`config.mk`:
```
export PLATFORM = sky130hd
export DESIGN_NAME = ipsc_ctrl
export DESIGN_NICKNAME = d
export VERILOG_FILES = /design/src/design/ipsc_pkg.sv /design/src/design/ipsc_ctrl.sv
export SDC_FILE = /design/constraint.sdc
export NUM_CORES = 1
export LEC_CHECK = 0
export BUFFER_PORTS_ARGS = -buffer_cell sky130_fd_sc_hd__buf_2
export CORE_AREA = 2 2 54 56
export CTS_CLUSTER_DIAMETER = 50
export DETAILED_ROUTE_END_ITERATION = 8
export DIE_AREA = 0 0 56 58
export PLACE_DENSITY = 0.75
export SLEW_MARGIN = 30
export SYNTH_ARGS = -nofsm -noshare
export SYNTH_HDL_FRONTEND = slang
export SYNTH_SLANG_ARGS = --single-unit
export TNS_END_PERCENT = 100
```
`constraint.sdc`:
```
create_clock -name aclk -period 1.8 [get_ports aclk]
set_clock_uncertainty 0.05 [all_clocks]
set_input_delay 0.54 -clock aclk [delete_from_list [all_inputs] [get_ports aclk]]
set_output_delay 0.54 -clock aclk [all_outputs]
set_load 0.005 [all_outputs]
```
`src/design/ipsc_pkg.sv`:
```
`timescale 1ns / 1ps
package ipsc_pkg;

    localparam int FRAC_BITS = 16;
    localparam int ACC_WIDTH = 48;

    // product terms are saturated to a magnitude of 2^61
    localparam int LIM_BIT = 61;
    localparam int MAG_W   = 64;
    localparam int PROD_W  = 2 * MAG_W;
    localparam logic [MAG_W-1:0] TERM_LIM = MAG_W'(1) << LIM_BIT;

    // quotient bits of the derivative division (numerator magnitude shifted up)
    localparam int QUO_W     = LIM_BIT + 1 + FRAC_BITS;
    localparam int DIV_STEPS = QUO_W;
    localparam int CNT_W     = $clog2(DIV_STEPS);
    localparam int MUL_STEPS = 4;

    // register indexes
    localparam logic [2:0] REG_PROP_GAIN     = 3'd0;
    localparam logic [2:0] REG_INTEGRAL_GAIN = 3'd1;
    localparam logic [2:0] REG_DERIV_GAIN    = 3'd2;
    localparam logic [2:0] REG_SAMPLE_PERIOD = 3'd3;
    localparam logic [2:0] REG_TARGET_SPEED  = 3'd4;
    localparam logic [2:0] REG_OUT_MIN       = 3'd5;
    localparam logic [2:0] REG_OUT_MAX       = 3'd6;

    // reset values
    localparam longint SCALE   = longint'(1) << FRAC_BITS;
    localparam longint KP_VAL  = 15 * SCALE;
    localparam longint KI_RAW  = 300 * SCALE;
    localparam longint KI_VAL  = (KI_RAW > 64'sd2147483647) ? 64'sd2147483647 : KI_RAW;
    localparam longint TS_VAL  = (SCALE + 50) / 100;
    localparam longint LIM_VAL = 100 * SCALE;

    localparam logic [31:0] PROP_GAIN_RST     = 32'(KP_VAL);
    localparam logic [31:0] INTEGRAL_GAIN_RST = 32'(KI_VAL);
    localparam logic [30:0] SAMPLE_PERIOD_RST = 31'(TS_VAL);
    localparam logic [31:0] OUT_MIN_RST       = 32'(-LIM_VAL);
    localparam logic [31:0] OUT_MAX_RST       = 32'(LIM_VAL);

    // multiply operations, in the order they run
    localparam logic [2:0] MOP_P  = 3'd0;  // kp * (e - e_prev)
    localparam logic [2:0] MOP_KT = 3'd1;  // ki * ts
    localparam logic [2:0] MOP_IT = 3'd2;  // (ki*ts) * e
    localparam logic [2:0] MOP_KK = 3'd3;  // kp * kp
    localparam logic [2:0] MOP_KD = 3'd4;  // (kp*kp) * kd
    localparam logic [2:0] MOP_ND = 3'd5;  // kd' * d2y

    typedef struct packed {
        logic       load;
        logic       mul_start;
        logic       mul_pp_en;
        logic [1:0] mul_pp_idx;
        logic       mul_acc_en;
        logic [1:0] mul_acc_idx;
        logic       mul_store;
        logic [2:0] mop;
        logic       div_start;
        logic       div_step;
        logic       div_store;
        logic       sum_en;
        logic       acc_en;
        logic       out_load;
    } cmd_t;

endpackage

```
`src/design/ipsc_ctrl.sv`:
```
`timescale 1ns / 1ps
module ipsc_ctrl (
    input  logic           aclk,
    input  logic           aresetn,
    input  logic           s_tvalid,
    output logic           s_tready,
    output logic           m_tvalid,
    input  logic           m_tready,
    output ipsc_pkg::cmd_t cmd
);

    localparam logic [3:0] ST_IDLE  = 4'd0;
    localparam logic [3:0] ST_MLOAD = 4'd1;
    localparam logic [3:0] ST_MSTEP = 4'd2;
    localparam logic [3:0] ST_MRES  = 4'd3;
    localparam logic [3:0] ST_DLOAD = 4'd4;
    localparam logic [3:0] ST_DSTEP = 4'd5;
    localparam logic [3:0] ST_DRES  = 4'd6;
    localparam logic [3:0] ST_SUM   = 4'd7;
    localparam logic [3:0] ST_ACC   = 4'd8;
    localparam logic [3:0] ST_OUT   = 4'd9;

    localparam int CW = ipsc_pkg::CNT_W;

    logic [3:0]    state_reg, state_next;
    logic [2:0]    mop_reg, mop_next;
    logic [CW-1:0] cnt_reg, cnt_next;
    logic          out_valid_reg, out_valid_next;

    always_comb begin
        state_next = state_reg;
        mop_next   = mop_reg;
        cnt_next   = cnt_reg;
        cmd        = '0;
        cmd.mop    = mop_reg;

        unique case (state_reg)
            ST_IDLE: begin
                if (s_tvalid) begin
                    cmd.load   = 1'b1;
                    mop_next   = ipsc_pkg::MOP_P;
                    state_next = ST_MLOAD;
                end
            end
            ST_MLOAD: begin
                cmd.mul_start = 1'b1;
                cnt_next      = '0;
                state_next    = ST_MSTEP;
            end
            ST_MSTEP: begin
                // partial products are registered in the cycle before their accumulation
                cmd.mul_pp_en   = cnt_reg < CW'(ipsc_pkg::MUL_STEPS);
                cmd.mul_pp_idx  = cnt_reg[1:0];
                cmd.mul_acc_en  = cnt_reg != '0;
                cmd.mul_acc_idx = 2'(cnt_reg - CW'(1));
                if (cnt_reg == CW'(ipsc_pkg::MUL_STEPS)) begin
                    state_next = ST_MRES;
                end else begin
                    cnt_next = cnt_reg + CW'(1);
                end
            end
            ST_MRES: begin
                cmd.mul_store = 1'b1;
                if (mop_reg == ipsc_pkg::MOP_ND) begin
                    state_next = ST_DLOAD;
                end else begin
                    mop_next   = mop_reg + 3'd1;
                    state_next = ST_MLOAD;
                end
            end
            ST_DLOAD: begin
                cmd.div_start = 1'b1;
                cnt_next      = '0;
                state_next    = ST_DSTEP;
            end
            ST_DSTEP: begin
                cmd.div_step = 1'b1;
                if (cnt_reg == CW'(ipsc_pkg::DIV_STEPS - 1)) begin
                    state_next = ST_DRES;
                end else begin
                    cnt_next = cnt_reg + CW'(1);
                end
            end
            ST_DRES: begin
                cmd.div_store = 1'b1;
                state_next    = ST_SUM;
            end
            ST_SUM: begin
                cmd.sum_en = 1'b1;
                state_next = ST_ACC;
            end
            ST_ACC: begin
                cmd.acc_en = 1'b1;
                state_next = ST_OUT;
            end
            ST_OUT: begin
                if (!out_valid_reg || m_tready) begin
                    cmd.out_load = 1'b1;
                    state_next   = ST_IDLE;
                end
            end
            default: begin
                state_next = ST_IDLE;
            end
        endcase

        if (cmd.out_load) begin
            out_valid_next = 1'b1;
        end else if (m_tready) begin
            out_valid_next = 1'b0;
        end else begin
            out_valid_next = out_valid_reg;
        end
    end

    always_ff @(posedge aclk) begin
        if (!aresetn) begin
            state_reg     <= ST_IDLE;
            mop_reg       <= ipsc_pkg::MOP_P;
            cnt_reg       <= '0;
            out_valid_reg <= 1'b0;
        end else begin
            state_reg     <= state_next;
            mop_reg       <= mop_next;
            cnt_reg       <= cnt_next;
            out_valid_reg <= out_valid_next;
        end
    end

    assign s_tready = state_reg == ST_IDLE;
    assign m_tvalid = out_valid_reg;

`ifndef NO_ASSERTIONS
    a_load_starts_mul: assert property (@(posedge aclk) disable iff (!aresetn)
        cmd.load |=> state_reg == ST_MLOAD && mop_reg == ipsc_pkg::MOP_P)
        else $error("load not followed by first multiply");
    a_no_overwrite: assert property (@(posedge aclk) disable iff (!aresetn)
        cmd.out_load |-> !out_valid_reg || m_tready)
        else $error("result overwritten before transfer");
    a_div_after_last_mul: assert property (@(posedge aclk) disable iff (!aresetn)
        cmd.div_start |-> $past(cmd.mul_store) && $past(mop_reg) == ipsc_pkg::MOP_ND)
        else $error("division started before the numerator was ready");
    a_idle_quiet: assert property (@(posedge aclk) disable iff (!aresetn)
        state_reg == ST_IDLE |-> !cmd.mul_pp_en && !cmd.div_step && !cmd.acc_en)
        else $error("datapath active while idle");
`endif

endmodule
```
# Yosys cells after proc, flatten, opt, wreduce, memory -nomap -nowiden
# Cells that the tools add are included.
[word_totals] reg_bits=15 latchBits=0 mem_bits_rw=0 romBits=0 inputBits=4 output_inout_bits=20 n_memories=0
[op_classes] n_addsub=3 mul=0 n_div=0 order_cmp=1 n_eq_ne=19 shifts=0 mux=26 n_bitwise=0 n_reduce_logical=11
[ops] op="one-hot mux 4 bit (10 select lines)" count=1
[ops] op="one-hot mux 7 bit (3 select lines)" count=1
[ops] op="== test 4 x 3 -> 1 bit, second input constant" count=4
[ops] op="2-to-1 mux 4 bit" count=4
[ops] op="2-to-1 mux 7 bit" count=2
[ops] op="!= test 2 bit, second input constant" count=7
[ops] op="2-to-1 mux 1 bit" count=13
[ops] op="2-to-1 mux 3 bit" count=3
[ops] op="== test 4 x 2 -> 1 bit, second input constant" count=2
[ops] op="== test 4 bit, second input constant" count=2
[ops] op="adder 7 x 1 -> 7 bit, second input constant" count=1
[ops] op="== test 7 x 3 -> 1 bit, second input constant" count=1
[ops] op="== test 7 bit, second input constant" count=1
[ops] op="< comparator 7 x 3 -> 1 bit, second input constant" count=1
[ops] op="nonzero test 7 bit" count=1
[ops] op="2-to-1 mux 6 bit" count=1
[ops] op="one-hot mux 3 bit (2 select lines)" count=1
[ops] op="AND reduction 3 bit" count=2
[ops] op="== test 4 x 1 -> 1 bit, second input constant" count=1
[ops] op="zero test 4 bit" count=1
[ops] op="AND reduction 4 bit" count=1
[ops] op="nonzero test 2 bit" count=2
[ops] op="adder 3 x 1 -> 3 bit, second input constant" count=1
[ops] op="== test 3 bit, second input constant" count=1
[ops] op="other kinds (5)" count=5

# Depth between registers and ports, before layout
# Gate-level depths: netlist of the first run.
[depth] ltp_word=5 depth_mapped=6 depth_no_buf=6

# Least setup slack after synthesis of the first run
# OpenSTA, ideal clock, no wires.
[synth_timing] path_kind="reg2reg" startpoint="register cnt_reg[1]" endpoint="register cnt_reg[5]" setup_ns=0.138 t_arrival_ns=1.593 t_required_ns=1.612 slack_ns=0.020 path_stages_with_launch=7 cell_sequence="dfxtp_1 -> inv_1 -> ha_1 -> and4_1 -> a311o_1 -> a21oi_1 -> o221ai_1"
[synth_between] elab_chain_len=3 word_cells_on_any_way=9 classes_between="add/sub: 1; eq/ne: 4; mux: 3; reduce/logical: 1"
[synth_lines] item="start: declaration" line_no="ipsc_ctrl.sv:27" rtl="logic [CW-1:0] cnt_reg, cnt_next;"
[synth_lines] item="start signal: assignment" line_no="ipsc_ctrl.sv:125" rtl="cnt_reg <= cnt_next;"
[synth_lines] item="adder 7 x 1 -> 7 bit, or another cell as far along" line_no="ipsc_ctrl.sv:59, ipsc_ctrl.sv:81"
[synth_lines] item="2-to-1 mux 7 bit, or another cell as far along" line_no="ipsc_ctrl.sv:78" rtl="if (cnt_reg == CW'(ipsc_pkg::DIV_STEPS - 1)) begin"
[synth_lines] item="one-hot mux 7 bit (3 select lines) / AND reduction 3 bit (equally long branches)"
# Parallel ways exist; a longest one is shown, timed or not. The select of a mux whose other input is x is not followed.
# A chain may end at the register's enable or synchronous reset.

# Worst setup path in the final report of the first run
[layout_timing] startpoint="register state_reg[1]" endpoint="register state_reg[3]"
[layout_between] elab_chain_len=3 word_cells_on_any_way=16 classes_between="eq/ne: 13; mux: 1; reduce/logical: 2"
[layout_lines] item="start: declaration" line_no="ipsc_ctrl.sv:25" rtl="logic [3:0] state_reg, state_next;"
[layout_lines] item="start signal: assignment" line_no="ipsc_ctrl.sv:123" rtl="state_reg <= state_next;"
[layout_lines] item="== test 4 bit, or another cell as far along" line_no="ipsc_ctrl.sv:37" rtl="unique case (state_reg)"
[layout_lines] item="!= test 2 bit (no source line)"
[layout_lines] item="AND reduction 4 bit (no source line)"
# Parallel ways exist; a longest one is shown, timed or not.

==> impl_metrics.py, run 1 <==
metrics = {
    "status": {
        "status": "finished, violations left",
        "violations": "setup timing",
    },
    "cells_and_area": {
        "drive_gt1_frac": 0.5882,
        "num-fill-cells": 205,
        "final_common_cell": "buf_4",
        "final_cell_mix": "buf_4 (32), buf_2 (21), nand2_1 (13)",
        "n_antenna_cell": 0,
        "area_growth_syn_to_layout_pct": 72.21,
        "finalCoreUtilization": 0.6814,
        "largest_reg_flops": 7,
        "nets": 214,
    },
    "floorplan": {
        "core-area_sq_um": 2663,
        "pin_count": 24,
        "die_x_um": 56,
        "die_h_um": 58,
        "die_area_sq_um": 3248,
        "row_count": 19,
        "start_util": 0.3957,
    },
    "yosys": {
        "synthAdderAreaFrac": 0.05938,
        "yosysWarnings": 0,
        "synth_edf_count": 0,
        "synth-seq-cells": 15,
        "async_flop_share": 0,
        "synth_compound_area_frac": 0.2233,
        "ys.flop_type": "dfxtp_1",
        "syn-mean-instance-area_sq_um": 7.525,
        "syn_inst": 140,
        "muxShareOfSynthArea": 0.009501,
        "synth_top_family_by_area": "simple AND/OR/NAND/NOR gates",
        "synthSimpleGateAreaFrac": 0.3610,
        "synth_xor_area_frac": 0,
        "syn_nets": 149,
        "yosysSeqAreaShare": 0.2850,
        "synth_area_sq_um": 1054,
        "synth.distinct_cells": 42,
    },
    "route": {
        "wirelength_um": 4021,
        "via_per_inst": 5.774,
        "drtAntennaViolNets": 0,
        "wl_per_cell_um": 17.11,
        "drtIter0Drc": 45,
        "drc": 0,
        "vias": 1357,
        "firstDrtPassIters": 4,
    },
    "sta": {
        "fmax_mhz": 463.1,
        "min_period_ns": 2.159,
        "setup_viol": 27,
        "hold_ws_ns": 0.4571,
        "slew_violations": 0,
        "finalCritPeriodShare": 1.200,
        "slew_headroom": 0.6401,
        "rsz0062_at_grt": "true",
        "hold_viol": 0,
        "worst_slack_ns": -0.3592,
        "tightest_slew_ns": 0.5399,
    },
    "critical_path": {
        "cp.required_ns": 1.99,
        "worst_ep_arrival_time_ns": 2.35,
        "rrSetupSlack_ns": -0.36,
        "ff2ff_path_depth": 5,
        "cp-end-kind": "register",
        "critPathLaunchType": "register",
        "worstPathMaxFanout": 3,
        "setup.worst_path.class": "register to register",
        "r2r_start": "state_reg[1]",
        "timing.rr.end": "state_reg[3]",
    },
    "power": {
        "powerDensity_nw_per_um2": 940.1,
        "clkPwrFrac": 0.125,
        "p_int_mw": 0.9933,
        "p_comb_frac": 0.628,
        "p_leak_nw": 0.7465,
        "p_sw_frac": 0.4176,
        "vdd_drop_max_mv": 0.7217,
        "seq_power_share": 0.248,
        "p_sw_mw": 0.7123,
    },
    "cts": {
        "cts_root_buf": "clkbuf_4",
        "hold_buffers": 0,
        "cts_tree": "yes",
        "clock-sinks": 15,
        "clk_pin_slew_ns": 0.12,
        "htreeDepth": 1,
        "cts_buffer_depth": 2,
        "insertion_delay_ns": 0.31,
        "numCtsBuffers": 3,
    },
    "place": {
        "port_buffers": 23,
        "gp_congestion": 0.8493,
        "hpwlAfterDp_um": 2167,
    },
    "hold_path": {
        "min-delay-start": "mop_reg[2]",
        "hold_path_depth": 2,
        "hold_path.class": "register to register",
        "min_to": "mop_reg[2]",
    },
    "grt": {
        "grt_max_degree": 13,
        "global_route.usage.total": 0.2196,
        "overflow": 0,
        "grt_pass1_wl_um": 5547,
        "antenna_found_initial": 0,
        "grt_pass1_vias": 1289,
    },
    "run": {
        "drv_cap": 0,
    },
}
[worst max-delay path: stages, from the launching register on]
cell and delay, ns:
dfxtp_2 0.35, or4_4 0.54, buf_4 0.16, o22ai_1 0.43
o21ai_0 0.31, a21oi_2 0.24
[metal layers]
metal / up-vias / wire, um / track usage
met4: 0 / 188 / 0.09864
li1: 645 / - / -
met5: - / 0 / 0
met2: 48 / 2107 / 0.4168
met3: 15 / 186 / 0.05134
met1: 649 / 1538 / 0.2299
[worst max path at each step]
stage	start	slack [ns]	end	cells past startpoint
after floorplan	cnt_reg[1]	0.02	cnt_reg[5]	6
after global placement	state_reg[3]	0.03	cmd[17]	4
after detailed placement	mop_reg[1]	-0.08	state_reg[2]	6
after CTS	state_reg[1]	-0.26	cmd[17]	4
after global routing	state_reg[1]	-0.33	cmd[17]	4
final	state_reg[1]	-0.36	state_reg[3]	5
[area by class of cell]
| type | instances | area [sq um] | area share |
|---|---|---|---|
| sequential | 15 | 315.3 | 0.1738 |
| clock buffer | 3 | 22.52 | 0.01241 |
| tap | 31 | 38.79 | 0.02138 |
| inverter | 10 | 43.79 | 0.02414 |
| multi-input combinational | 109 | 884.6 | 0.4876 |
| clock inverter | 1 | 5.005 | 0.002759 |
| timing repair buffer | 66 | 504.2 | 0.2779 |
[cells by family after synthesis]
group / after synthesis
adders and majority gates: 5
muxes: 1
DFF: 15
and+or+nand+nor: 70
AOI/OAI and AO/OA: 33
buffers and inverters: 16
[power groups by stage]
stage          combinational (mW)  clock, mW  sequential, mW
6_report                     1.07      0.213           0.422
5_1_grt                      1.14      0.237           0.428
4_1_cts                     0.861      0.214           0.414
3_5_place_dp                0.667          0           0.411
3_3_place_gp                0.644          0           0.407
2_1_floorplan               0.399          0           0.408
[Yosys cell counts, drive strengths merged (2+ instances only)]
library cell  instances  share of area
buf                   2          0.012
nand2                15          0.053
inv                  10          0.036
a221oi                3          0.025
or4                   3          0.025
o21ai                 3          0.014
nand2b                4          0.024
o22ai                 5          0.030
nor2                 15          0.056
nor3                  3          0.019
or3                   8          0.048
nand4                 2          0.012
a21oi                 7          0.033
a21o                  2          0.014
and2                  3          0.018
nand3                 5          0.024
or2                   4          0.024
dfxtp                15           0.29
ha                    5          0.059
nor3b                 2          0.014
clkbuf                4          0.014
nor2b                 2          0.012
o221ai                3          0.025
o31ai                 2          0.014
[what timing repair did]
| action | in CTS | in global routing |
|---|---|---|
| setup endpoints to repair | 18 | 28 |
| endpoints found under the hold margin | 0 | 0 |
| pin swaps | 7 | 12 |
| buffers inserted | 15 | 6 |
| resized for setup | 38 | 30 |
[metrics by stage]
| stage | power, mW | TNS, ns | instances | area, sq um | worst slack (ns) |
|---|---|---|---|---|---|
| 4_1_cts | 1.488 | -1.825 | 229 | 1628 | -0.2591 |
| 6_report | 1.706 | -3.963 | 235 | 1814 | -0.3592 |
| 3_3_place_gp | 1.051 | 0 | 211 | 1353 | 0.02701 |
| 5_1_grt | 1.802 | -5.487 | 235 | 1814 | -0.3324 |
| 2_1_floorplan | 0.8074 | 0 | 140 | 1054 | 0.01967 |
| 3_5_place_dp | 1.078 | -0.09500 | 211 | 1353 | -0.07701 |
Power figures use the tool's default switching activity.
==> inputs of run 2 (changes only) <==
Settings changed: BUFFER_PORTS_ARGS -buffer_cell sky130_fd_sc_hd__buf_2 to -buffer_cell sky130_fd_sc_hd__buf_4.
Clock period 1.8 ns to 1.9 ns, I/O delays scaled along.
==> impl_metrics.py, run 2 (synthesis gave the netlist of run 1 again) <==
metrics = {
    "cells_and_area": {
        "n_antenna_cell": 0,
        "instances_no_fill": 220,
        "final_cell_mix": "buf_4 (42), nand2_1 (15), buf_6 (9)",
        "final_common_cell": "buf_4",
        "area_growth_syn_to_layout_pct": 57.96,
        "largest_reg_flops": 7,
        "drive_gt1_frac": 0.5132,
        "nets": 199,
    },
    "floorplan": {
        "pin_count": 24,
        "row_count": 19,
        "die_h_um": 58,
        "core-area_sq_um": 2663,
        "start_util": 0.3957,
        "die_area_sq_um": 3248,
        "die_x_um": 56,
    },
    "cts": {
        "cts_buffer_depth": 2,
        "numCtsBuffers": 3,
        "cts_root_buf": "clkbuf_4",
        "cts_tree": "yes",
        "hold_buffers": 0,
        "insertion_delay_ns": 0.30,
        "htreeDepth": 1,
        "clk_pin_slew_ns": 0.11,
        "clock-sinks": 15,
    },
    "route": {
        "via_per_inst": 5.641,
        "firstDrtPassIters": 4,
        "drtIter0Drc": 41,
        "drc": 0,
        "wirelength_um": 3202,
        "wl_per_cell_um": 14.55,
        "drtAntennaViolNets": 0,
        "vias": 1241,
    },
    "sta": {
        "hold_ws_ns": 0.4652,
        "min_period_ns": 2.122,
        "setup_viol": 13,
        "tightest_slew_ns": 0.4086,
        "rsz0062_at_grt": "true",
        "slew_headroom": 0.7265,
        "finalCritPeriodShare": 1.117,
        "fmax_mhz": 471.3,
        "slew_violations": 0,
        "hold_viol": 0,
        "worst_slack_ns": -0.2217,
    },
    "grt": {
        "global_route.usage.total": 0.1776,
        "grt_use_met2": 0.3277,
        "overflow": 0,
        "grt_busiest_layer": "met2",
        "use_met1": 0.2060,
        "antenna_found_initial": 0,
        "grt_max_degree": 14,
        "grt_util_met3": 0.02009,
        "grt_pass1_vias": 1056,
        "grt_pass1_wl_um": 4629,
    },
    "critical_path": {
        "ff2ff_path_depth": 5,
        "rrSetupSlack_ns": -0.02,
        "setup.worst_path.class": "register to output port",
        "worstPathMaxFanout": 3,
        "timing.rr.end": "state_reg[0]",
        "cp.required_ns": 1.28,
        "r2r_start": "cnt_reg[4]",
        "worst_ep_arrival_time_ns": 1.50,
        "critPathLaunchType": "register",
        "cp-end-kind": "output port",
    },
    "power": {
        "powerDensity_nw_per_um2": 925.4,
        "vdd_drop_max_mv": 0.6571,
        "power.total_mw": 1.540,
        "p_leak_nw": 0.6839,
    },
    "place": {
        "hpwlAfterDp_um": 2139,
        "dpl.cell_count": 207,
        "port_buffers": 23,
        "gp_congestion": 0.8217,
    },
    "hold_path": {
        "min-delay-start": "mop_reg[2]",
        "hold_path_depth": 2,
        "hold_path.class": "register to register",
        "min_to": "mop_reg[2]",
    },
    "run": {
        "drv_cap": 0,
    },
    "status": {
        "violations": "setup timing",
        "status": "finished, violations left",
    },
}
==> run 2: critical path: stages (launching register included) <==
cell and delay [ns]:
dfxtp_4 0.37, or4_4 0.53, inv_2 0.07, and2_4 0.15, buf_6 0.09
==> run 2: layout make-up <==
class,instances,area (sq um)
fill,208,998.5
multi-input combinational,109,822.0
timing repair buffer,51,416.7
sequential,15,316.6
inverter,10,42.54
tap,31,38.79
clock buffer,3,22.52
clock inverter,1,5.005
==> run 2: how the worst max path moves through the flow <==
stage | startpoint | end | depth (start not counted) | slack [ns]
floorplan | cnt_reg[1] | cnt_reg[5] | 6 | 0.12
global placement | state_reg[1] | cmd[17] | 4 | 0.05
detailed placement | state_reg[1] | cmd[17] | 4 | 0.02
CTS | state_reg[1] | cmd[17] | 4 | -0.20
global route | cnt_reg[4] | cmd[15] | 3 | -0.27
finish | state_reg[1] | cmd[17] | 4 | -0.22
==> run 2: stage by stage <==
stage	area, sq um	TNS, ns	setup slack, ns	util
after floorplan	1054	0	0.1197	-
after global placement	1380	0	0.04804	0.5183
after detailed placement	1380	0	0.01579	0.5183
after CTS	1486	-1.080	-0.2040	0.5583
after global routing	1664	-2.162	-0.2745	0.6250
final	1664	-1.351	-0.2217	0.6250
==> run 2: timing repair <==
action                     in CTS  in global routing
setup buffers                   4                  5
gates resized for setup        20                 34
setup endpoints to repair      15                 23
pin swaps                       2                  9
==> run 2: where the power goes <==
group,switching (mW),internal [mW]
Clock,0.119,0.0784
Combinational,0.439,0.502
Sequential,0.0427,0.359
Total,0.601,0.939
==> run 2: per-layer routing <==
layer / share of wire / routed length, um
met3: 0.044 / 140
met4: 0.018 / 57
met2: 0.52 / 1665
met5: 0 / 0
met1: 0.42 / 1338
==> inputs of run 3 (changes only) <==
Settings changed: CORE_AREA 2 2 54 56 to 5 5 66 50, DIE_AREA 0 0 56 58 to 0 0 71 55, PLACE_DENSITY 0.75 to 0.77.
==> impl_metrics.py, run 3 (synthesis gave the netlist of run 1 again) <==
metrics = {
    "status": {
        "status": "finished, violations left",
        "violations": "setup timing",
    },
    "grt": {
        "grt_pass1_wl_um": 5457,
        "overflow": 0,
        "grt_max_degree": 14,
        "global_route.usage.total": 0.1750,
        "antenna_found_initial": 0,
        "grt_pass1_vias": 1182,
    },
    "power": {
        "clkPwrFrac": 0.174,
        "powerDensity_nw_per_um2": 959.7,
        "p_sw_mw": 0.6224,
        "vdd_drop_max_mv": 0.3287,
        "power.total_mw": 1.581,
        "p_sw_frac": 0.3936,
        "p_comb_frac": 0.569,
        "p_int_mw": 0.9590,
        "seq_power_share": 0.257,
        "p_leak_nw": 0.6818,
    },
    "critical_path": {
        "cp.required_ns": 1.28,
        "worst_ep_arrival_time_ns": 1.51,
        "worstPathMaxFanout": 3,
        "cp-end-kind": "output port",
        "critPathLaunchType": "register",
        "setup.worst_path.class": "register to output port",
    },
    "sta": {
        "final.setup.tns_ns": -1.874,
        "finalCritPeriodShare": 1.121,
        "hold_viol": 0,
        "min_period_ns": 2.130,
        "rsz0062_at_grt": "true",
        "setup_viol": 15,
        "tightest_slew_ns": 0.4874,
        "slew_headroom": 0.6751,
        "worst_slack_ns": -0.2305,
        "fmax_mhz": 469.4,
        "slew_violations": 0,
    },
    "cells_and_area": {
        "nets": 198,
        "largest_reg_flops": 7,
        "final_cell_mix": "buf_4 (40), nand2_1 (15), nor2_1 (12)",
        "drive_gt1_frac": 0.4681,
        "n_antenna_cell": 0,
        "area_growth_syn_to_layout_pct": 56.41,
        "final_common_cell": "buf_4",
        "num-fill-cells": 209,
        "instances_no_fill": 224,
    },
    "place": {
        "dpl.cell_count": 210,
        "hpwlAfterDp_um": 2243,
        "gp_congestion": 0.9131,
        "port_buffers": 23,
    },
    "route": {
        "drtIter0Drc": 176,
        "drc": 0,
        "drtAntennaViolNets": 0,
        "wirelength_um": 4077,
        "vias": 1399,
        "wl_per_cell_um": 18.20,
        "firstDrtPassIters": 5,
        "via_per_inst": 6.246,
    },
    "floorplan": {
        "start_util": 0.3987,
        "pin_count": 24,
        "row_count": 16,
        "die_h_um": 55,
        "die_area_sq_um": 3905,
        "die_x_um": 71,
        "core-area_sq_um": 2643,
    },
    "cts": {
        "htreeDepth": 1,
        "clock-sinks": 15,
        "cts_root_buf": "clkbuf_8",
        "clk_pin_slew_ns": 0.07,
        "cts_tree": "yes",
        "cts_buffer_depth": 2,
        "hold_buffers": 0,
        "numCtsBuffers": 3,
        "insertion_delay_ns": 0.25,
    },
    "hold_path": {
        "hold_path.class": "register to register",
    },
    "run": {
        "drv_cap": 0,
    },
}
[run 3: area by class of cell]
cell class / instances / area, sq um / share of cell area
multi-input combinational: 109 / 787.0 / 0.4776
timing repair buffer: 50 / 416.7 / 0.2528
sequential: 15 / 312.8 / 0.1898
tap: 36 / 45.04 / 0.02733
clock buffer: 3 / 41.29 / 0.02506
inverter: 10 / 40.04 / 0.02430
clock inverter: 1 / 5.005 / 0.003037
[run 3: path summary, 6_finish.rpt]
check	cells past startpoint	startpoint	slack (ns)	to
min	2	mop_reg[2]	0.49	mop_reg[2]
max reg2reg	7	cnt_reg[3]	-0.18	cnt_reg[3]
max	4	cnt_reg[3]	-0.23	cmd[12]
min reg2reg	2	mop_reg[2]	0.49	mop_reg[2]
[run 3: worst max-delay path: stages (launching register included)]
cell     delay (ns)
dfxtp_2        0.33
or4_4          0.57
nor2_2         0.12
a21oi_1        0.10
buf_4          0.14
[run 3: power groups by stage]
| stage | Clock [mW] | Combinational [mW] | Sequential, mW |
|---|---|---|---|
| final | 0.276 | 0.900 | 0.406 |
| after global routing | 0.284 | 0.967 | 0.412 |
| after CTS | 0.272 | 0.772 | 0.387 |
| after detailed placement | 0 | 0.662 | 0.392 |
| after global placement | 0 | 0.646 | 0.390 |
| after floorplan | 0 | 0.378 | 0.387 |
[run 3: repair_timing]
action                                  in CTS  in global routing
pin swaps                                    8                 10
setup buffers                                3                  7
endpoints found under the setup margin      12                 25
hold endpoints to repair                     0                  0
resized for setup                           18                 25
[run 3: per-layer routing]
metal  vias to the layer above  global-route usage  share of wire
met3                        31             0.02708          0.088
met1                       656              0.2196           0.39
met5                         -                   0              0
met4                         0             0.06875          0.038
met2                        99              0.3092           0.48
li1                        613                   -              -
[run 3: per-stage QoR]
| step | hold slack (ns) | utilization | area (sq um) | worst slack [ns] |
|---|---|---|---|---|
| final | 0.4918 | 0.6236 | 1648 | -0.2305 |
| after global routing | 0.5012 | 0.6236 | 1648 | -0.2282 |
| after CTS | 0.4466 | 0.5720 | 1511 | -0.1495 |
| after detailed placement | 0.4366 | 0.5189 | 1371 | 0.03159 |
| after global placement | 0.4267 | 0.5189 | 1371 | 0.06125 |
| after floorplan | 0.4148 | - | 1054 | 0.1197 |
